$ cat config.mk
export PLATFORM = sky130hd
export DESIGN_NAME = traffic_light_sequencer
export DESIGN_NICKNAME = d
export VERILOG_FILES = /design/src/rtl/core/tls_pkg.sv /design/src/rtl/core/tls_seq.sv /design/src/rtl/core/tls_out.sv /design/src/rtl/core/traffic_light_sequencer.sv
export SDC_FILE = /design/constraint.sdc
export NUM_CORES = 1
export LEC_CHECK = 0
export BUFFER_PORTS_ARGS = -buffer_cell sky130_fd_sc_hd__buf_2
export CAP_MARGIN = 25
export CELL_PAD_IN_SITES_DETAIL_PLACEMENT = 0
export CELL_PAD_IN_SITES_GLOBAL_PLACEMENT = 2
export CORE_MARGIN = 2
export CORE_UTILIZATION = 35
export DETAILED_ROUTE_END_ITERATION = 10
export MAX_ROUTING_LAYER = met4
export PLACE_DENSITY_LB_ADDON = 0.1
export SLEW_MARGIN = 20
export SYNTH_ARGS = -nofsm -noshare
export SYNTH_HDL_FRONTEND = slang
export SYNTH_SLANG_ARGS = --single-unit
$ cat constraint.sdc
create_clock -name clk_i -period 6.8 [get_ports clk_i]
set_input_delay 0.34 -clock clk_i [delete_from_list [all_inputs] [get_ports clk_i]]
set_output_delay 0.34 -clock clk_i [all_outputs]
set_load 0.01 [all_outputs]
$ cat src/rtl/core/tls_pkg.sv
// Package: shared types and constants for the traffic light sequencer.
`timescale 1ns / 1ps

package tls_pkg;

  localparam logic [7:0] TICKS_RESET     = 8'd100;
  localparam logic [7:0] TICK_MAX        = 8'hFF;
  localparam logic [3:0] COUNTDOWN_STEPS = 4'd4;
  localparam logic [4:0] COUNTDOWN_START = 5'd3;

  localparam logic [2:0] LAMP_OFF   = 3'b000;
  localparam logic [2:0] LAMP_GO0   = 3'b001;
  localparam logic [2:0] LAMP_AMBER = 3'b010;
  localparam logic [2:0] LAMP_GO2   = 3'b100;

  // One-hot phase codes: eight automatic phases, countdown, two holds.
  typedef enum logic [10:0] {
    PH_AUTO0  = 11'b000_0000_0001,
    PH_AUTO1  = 11'b000_0000_0010,
    PH_AUTO2  = 11'b000_0000_0100,
    PH_AUTO3  = 11'b000_0000_1000,
    PH_AUTO4  = 11'b000_0001_0000,
    PH_AUTO5  = 11'b000_0010_0000,
    PH_AUTO6  = 11'b000_0100_0000,
    PH_AUTO7  = 11'b000_1000_0000,
    PH_COUNT  = 11'b001_0000_0000,
    PH_HOLD_W = 11'b010_0000_0000,
    PH_HOLD_S = 11'b100_0000_0000
  } phase_e;

  typedef struct packed {
    logic mode_switch;
    logic street_select;
  } tls_in_t;

  typedef struct packed {
    logic [2:0] lamps_first;
    logic [2:0] lamps_second;
    logic [1:0] main_tens;
    logic [3:0] main_units;
    logic [1:0] side_tens;
    logic [3:0] side_units;
  } tls_out_t;

  // Display in binary, handed from the sequencer to the output stage.
  typedef struct packed {
    logic [2:0] lamps_first;
    logic [2:0] lamps_second;
    logic [4:0] main_val;
    logic [4:0] side_val;
  } tls_disp_t;

endpackage

$ cat src/rtl/core/tls_seq.sv
// Phase sequencer: step timer, phase state and display selection per tick.
`timescale 1ns / 1ps

module tls_seq import tls_pkg::*; (
  input  logic      clk_i,
  input  logic      rst_ni,
  input  logic      cfg_we_i,
  input  logic [7:0] cfg_data_i,
  input  logic      accept_i,
  input  tls_in_t   in_data_i,
  output tls_disp_t disp_o
);

  logic [7:0] ticks_per_step_q;
  phase_e     phase_q, phase_d;
  logic [3:0] step_q, step_d;
  logic [7:0] tick_q, tick_d;

  logic       last;
  logic       is_auto;
  logic [3:0] steps;
  logic [4:0] main_base, side_base;
  logic [2:0] lf, ls;
  phase_e     next_auto;
  logic [3:0] s;
  logic [3:0] s_next;

  // Zero step length counts as 256 ticks.
  always_comb begin
    if (ticks_per_step_q == 8'd0) begin
      last = (tick_q == TICK_MAX);
    end else begin
      last = ({1'b0, tick_q} + 9'd1) >= {1'b0, ticks_per_step_q};
    end
  end

  always_comb begin
    is_auto   = 1'b1;
    steps     = 4'd1;
    main_base = 5'd0;
    side_base = 5'd0;
    lf        = LAMP_OFF;
    ls        = LAMP_OFF;
    next_auto = PH_AUTO0;
    case (phase_q)
      PH_AUTO0: begin
        steps = 4'd4;  main_base = 5'd23; side_base = 5'd20;
        lf = LAMP_GO0; ls = LAMP_GO0; next_auto = PH_AUTO1;
      end
      PH_AUTO1: begin
        steps = 4'd10; main_base = 5'd19; side_base = 5'd16;
        lf = LAMP_GO0; ls = LAMP_GO0; next_auto = PH_AUTO2;
      end
      PH_AUTO2: begin
        steps = 4'd7;  main_base = 5'd9;  side_base = 5'd6;
        lf = LAMP_GO0; ls = LAMP_GO0; next_auto = PH_AUTO3;
      end
      PH_AUTO3: begin
        steps = 4'd3;  main_base = 5'd2;  side_base = 5'd3;
        lf = LAMP_AMBER; ls = LAMP_GO0; next_auto = PH_AUTO4;
      end
      PH_AUTO4: begin
        steps = 4'd1;  main_base = 5'd3;  side_base = 5'd0;
        lf = LAMP_AMBER; ls = LAMP_AMBER; next_auto = PH_AUTO5;
      end
      PH_AUTO5: begin
        steps = 4'd3;  main_base = 5'd2;  side_base = 5'd15;
        lf = LAMP_GO2; ls = LAMP_AMBER; next_auto = PH_AUTO6;
      end
      PH_AUTO6: begin
        steps = 4'd3;  main_base = 5'd12; side_base = 5'd12;
        lf = LAMP_GO2; ls = LAMP_GO2; next_auto = PH_AUTO7;
      end
      PH_AUTO7: begin
        steps = 4'd10; main_base = 5'd9;  side_base = 5'd9;
        lf = LAMP_GO2; ls = LAMP_GO2; next_auto = PH_AUTO0;
      end
      PH_COUNT: begin
        is_auto = 1'b0; steps = COUNTDOWN_STEPS;
        main_base = COUNTDOWN_START; side_base = COUNTDOWN_START;
        lf = LAMP_AMBER; ls = LAMP_AMBER;
      end
      default: begin
        is_auto = 1'b0;
      end
    endcase
  end

  assign s      = (step_q >= steps) ? 4'd0 : step_q;
  assign s_next = s + 4'd1;

  always_comb begin
    phase_d = phase_q;
    step_d  = step_q;
    tick_d  = tick_q;
    disp_o  = '0;
    if (is_auto || phase_q == PH_COUNT) begin
      disp_o.lamps_first  = lf;
      disp_o.lamps_second = ls;
      disp_o.main_val     = main_base - {1'b0, s};
      disp_o.side_val     = side_base - {1'b0, s};
      if (is_auto && in_data_i.mode_switch) begin
        phase_d = PH_COUNT;
        step_d  = 4'd0;
        tick_d  = 8'd0;
      end else if (last) begin
        tick_d = 8'd0;
        if (s_next >= steps) begin
          step_d = 4'd0;
          if (is_auto) begin
            phase_d = next_auto;
          end else begin
            // street is sampled on the last countdown tick
            phase_d = in_data_i.street_select ? PH_HOLD_S : PH_HOLD_W;
          end
        end else begin
          step_d = s_next;
        end
      end else begin
        tick_d = tick_q + 8'd1;
      end
    end else if (phase_q == PH_HOLD_W || phase_q == PH_HOLD_S) begin
      disp_o.lamps_first  = (phase_q == PH_HOLD_S) ? LAMP_GO2 : LAMP_GO0;
      disp_o.lamps_second = disp_o.lamps_first;
      if (!in_data_i.mode_switch) begin
        phase_d = PH_AUTO0;
        step_d  = 4'd0;
        tick_d  = 8'd0;
      end
    end else begin
      // illegal code: blank display, restart automatic cycle
      phase_d = PH_AUTO0;
      step_d  = 4'd0;
      tick_d  = 8'd0;
    end
  end

  always_ff @(posedge clk_i or negedge rst_ni) begin
    if (!rst_ni) begin
      ticks_per_step_q <= TICKS_RESET;
    end else if (cfg_we_i) begin
      ticks_per_step_q <= cfg_data_i;
    end
  end

  always_ff @(posedge clk_i or negedge rst_ni) begin
    if (!rst_ni) begin
      phase_q <= PH_AUTO0;
      step_q  <= 4'd0;
      tick_q  <= 8'd0;
    end else if (accept_i) begin
      phase_q <= phase_d;
      step_q  <= step_d;
      tick_q  <= tick_d;
    end
  end

endmodule

$ cat src/rtl/core/tls_out.sv
// Output stage: BCD conversion into the result register with valid/ready.
`timescale 1ns / 1ps

module tls_out import tls_pkg::*; (
  input  logic      clk_i,
  input  logic      rst_ni,
  input  logic      load_i,
  input  tls_disp_t disp_i,
  output logic      free_o,
  output logic      out_valid_o,
  input  logic      out_ready_i,
  output tls_out_t  out_data_o
);

  logic     valid_q, valid_d;
  tls_out_t data_q;
  tls_out_t data_d;

  // Values stay below 30, so two compares give the tens digit.
  function automatic logic [5:0] to_bcd(input logic [4:0] v);
    logic [1:0] tens;
    logic [4:0] units;
    if (v >= 5'd20) begin
      tens  = 2'd2;
      units = v - 5'd20;
    end else if (v >= 5'd10) begin
      tens  = 2'd1;
      units = v - 5'd10;
    end else begin
      tens  = 2'd0;
      units = v;
    end
    return {tens, units[3:0]};
  endfunction

  assign free_o = !valid_q || out_ready_i;

  always_comb begin
    data_d.lamps_first  = disp_i.lamps_first;
    data_d.lamps_second = disp_i.lamps_second;
    {data_d.main_tens, data_d.main_units} = to_bcd(disp_i.main_val);
    {data_d.side_tens, data_d.side_units} = to_bcd(disp_i.side_val);
  end

  always_comb begin
    valid_d = valid_q;
    if (load_i) begin
      valid_d = 1'b1;
    end else if (out_ready_i) begin
      valid_d = 1'b0;
    end
  end

  always_ff @(posedge clk_i or negedge rst_ni) begin
    if (!rst_ni) begin
      valid_q <= 1'b0;
    end else begin
      valid_q <= valid_d;
    end
  end

  always_ff @(posedge clk_i) begin
    if (load_i) begin
      data_q <= data_d;
    end
  end

  assign out_valid_o = valid_q;
  assign out_data_o  = data_q;

endmodule

$ cat src/rtl/core/traffic_light_sequencer.sv
// Top level: two-street traffic light sequencer, one tick transaction per cycle while the result register is free.
// A result is valid in the cycle after its tick transaction is accepted.
// The result register frees in the cycle it is taken.
// Reset: phase one, step and tick counters zero, ticks_per_step 100, no result pending.
// Step timing and phase state live in the sequencer; BCD runs before the result register.
`timescale 1ns / 1ps

module traffic_light_sequencer import tls_pkg::*; (
  input  logic       clk_i,
  input  logic       rst_ni,
  input  logic       in_valid_i,
  output logic       in_ready_o,
  input  tls_in_t    in_data_i,
  output logic       out_valid_o,
  input  logic       out_ready_i,
  output tls_out_t   out_data_o,
  input  logic       cfg_we_i,
  input  logic [7:0] cfg_data_i
);

  logic      in_fire;
  logic      free;
  tls_disp_t disp;

  assign in_ready_o = free;
  assign in_fire    = in_valid_i && free;

  tls_seq u_seq (
    .clk_i      (clk_i),
    .rst_ni     (rst_ni),
    .cfg_we_i   (cfg_we_i),
    .cfg_data_i (cfg_data_i),
    .accept_i   (in_fire),
    .in_data_i  (in_data_i),
    .disp_o     (disp)
  );

  tls_out u_out (
    .clk_i       (clk_i),
    .rst_ni      (rst_ni),
    .load_i      (in_fire),
    .disp_i      (disp),
    .free_o      (free),
    .out_valid_o (out_valid_o),
    .out_ready_i (out_ready_i),
    .out_data_o  (out_data_o)
  );

endmodule

==> flow_summary_export.csv <==
group,metric,value,unit
worst_setup_path,path_class,"reg -> reg",
die,start_util,36.19,%
route,drc,0,
timing,drv_slew,0,
synthesis,syn_nets,469,
synthesis,yosysSeqAreaShare,34.02,%
job,maxCapViolations,0,
final_layout,syn2layout_area_growth,9.611,%
synthesis,yosysWarnings,0,
synthesis,syn_inst,420,
final_layout,antenna_cells,0,
grt,grt_start_max_net_pins,33,
timing,hold_viol,0,
placement,placed_cell_area,0.004170,sq mm
timing,setup_tns,0,ps
die,die_w,110.3,um
route,initialDrtViolationCount,226,
worst_setup_path,crit_path_frequent_cell,"ha_1",
final_layout,drive_gt1_share,18.02,%
timing,fin_crit,5415,ps
timing,worst-slew-pin-transition,876.5,ps
timing,whs,106.2,ps
worst_setup_path,startpoint_type,"flop",
route,vias,3061,
timing,clock_skew,10.70,ps
clock_network,cts_made_buffers,5,
die,fp.dieH,110.3,um
route,antenna_left,0,
clock_network,post_cts_buffers,0,
timing,finalSetupViolCount,0,
synthesis,synth_edf_count,18,
route,wl_per_cell,16.60,um
placement,hpwl,7500,um
worst_setup_path,path_cells,"nor2_1, and3_1, nand2_1, o311a_1, ha_1, nor2b_1, o21ai_0, o21a_1, nor2_1, ha_1, inv_1, fa_1, xnor2_1, or2_2, inv_1, ha_1, a21boi_0, a221oi_4, a211oi_1, a221o_1",
clock_network,clkSinkCount,50,
route,drt_wl_total,9695,um
final_layout,fin_area,0.004338,sq mm
timing,fmax,184.7,MHz
clock_network,post_cts_resized,0,
final_layout,final_cell_mix,"34 x nand2_1, 34 x buf_2, 32 x ha_1",
clock_network,clock_latency,300,ps
clock_network,clk_pin_slew_worst_paths,70,ps
clock_network,root_buffer,"clkbuf_16",
grt,grt_first_pass_wirelength,15770,um
worst_setup_path,crit_path_top_delay_cell,"dfrtp_1",
final_layout,fin_nets,492,
clock_network,cts_tree,"yes",
grt,grt_usage,17.55,%
grt,antenna_found_initial,0,
timing,slew-limit-headroom,41.03,%
worst_setup_path,endpoint_kind,"flop",
worst_setup_path,cp_max_fo,16,
placement,gp_congestion,0.8305,
synthesis,avgSynthCellArea,9.423,sq um
timing,post-route-period-util,79.63,%
route,drt-pass1-iter-count,4,
synthesis,async_reset_ff_share,64.00,%
synthesis,ys_types,74,
synthesis,ys_ff_latch,50,
synthesis,synth_flop_cell,"dfrtp_1",
timing,rsz0062_at_grt,"false",
worst_setup_path,max_stage_delay,580,ps
placement,numPortBuffers,34,
status,outcome,"finished clean",
die,fp.dieArea,0.01217,sq mm
die,core_area,0.01094,sq mm
hold_path,hp-class,"in -> async",
clock_network,cts_buffer_depth,2,
grt,grt_remaining_overflow,0,
route,avgViaCountPerCell,5.241,
clock_network,h-tree-depth,2,
grt,grt_pass1_vias,3054,
die,rows,38,
synthesis,netlist_area,0.003958,sq mm
worst_setup_path,cp.arrival,5470,ps
worst_setup_path,crit_required,6850,ps
clock_network,cts_hold_buffers,0,
die,io_pins,35,
-- worst max-delay path, delay by kind of cell (launching register included) --
family / cells / cell delay (ps)
and+or+nand+nor: 6 / 1760
AOI/OAI and AO/OA: 7 / 1480
adders and majority gates: 4 / 1040
DFF: 1 / 580
xor gates and xnor gates: 1 / 160
buffers and inverters: 2 / 140
-- registers in the layout (all words and copies together), names as in the netlist --
name	count
u_seq.ticks_per_step_q	8
u_seq.tick_q	8
u_out.out_valid_o	1
u_seq.step_q	4
u_seq.phase_q	11
u_out.out_data_o	18
-- cells in the mapped netlist (5+ instances only) --
library cell / n / area [sq um]
nor4_1: 11 / 68.82
buf_4: 5 / 37.54
nor3_1: 10 / 50.05
nand3_1: 15 / 75.07
nand4_1: 6 / 37.54
a21o_1: 7 / 52.55
buf_2: 6 / 30.03
mux2_2: 9 / 101.4
xor2_1: 14 / 122.6
and3_1: 6 / 37.54
nand2_1: 34 / 127.6
xnor2_1: 9 / 78.83
o21ai_0: 30 / 150.1
edfxtp_1: 18 / 540.5
nor2b_1: 8 / 50.05
nor2_1: 29 / 108.9
a21oi_1: 10 / 50.05
ha_1: 32 / 400.4
nand2b_1: 13 / 81.33
dfrtp_1: 28 / 700.7
buf_6: 5 / 56.30
inv_1: 29 / 108.9
-- kinds of logic (layout without fill, tap and decap cells) --
family,after synthesis,count (layout),share of synthesized area [%]
DFF,50,50,34.02
xor gates and xnor gates,24,24,5.501
AOI/OAI and AO/OA,89,89,16.16
adders and majority gates,34,34,11.13
buffers and inverters,51,75,6.765
and+or+nand+nor,157,157,21.97
muxes,15,15,4.458
-- worst paths after layout --
path	from	endpoint	slack (ps)	depth (start not counted)
max reg2reg	u_seq.phase_q[7]	u_out.out_data_o[8]	1390	20
min in group clk_i	in_valid_i	u_out.out_valid_o	240	2
max in group asynchronous	rst_ni	u_seq.tick_q[4]	6210	1
min	rst_ni	u_seq.ticks_per_step_q[4]	110	1
min reg2reg	u_seq.ticks_per_step_q[6]	u_seq.ticks_per_step_q[6]	530	2
max	u_seq.phase_q[7]	u_out.out_data_o[8]	1390	20
-- area by class of cell --
cell class | count | area (sq um)
Tap cell | 140 | 175.2
Multi-Input combinational cell | 319 | 2344
Inverter | 30 | 112.6
Fill cell | 1132 | 6598
Timing Repair Buffer | 37 | 192.7
Sequential cell | 50 | 1346
Clock buffer | 8 | 167.7
-- layer usage --
metal / vias to the layer above / part of all wire (%) / GRT usage [%]
li1: 1565 / - / -
met1: 1426 / 48 / 23.07
met2: 61 / 46 / 27.21
met3: 9 / 4.4 / 4.233
met4: 0 / 1.4 / 4.554
met5: - / 0 / -
-- per-stage QoR --
step                      utilization (%)  setup slack [ps]  cells
final                               39.67              1385    584
after detailed placement            38.14              1405    576
after global routing                39.67             911.0    584
after CTS                           39.67              1404    584
after floorplan                         -              2056    420
after global placement              38.14              1498    576
Power is not shown: default switching activity piles up to over one toggle a cycle in this logic, so the estimate is an artifact.
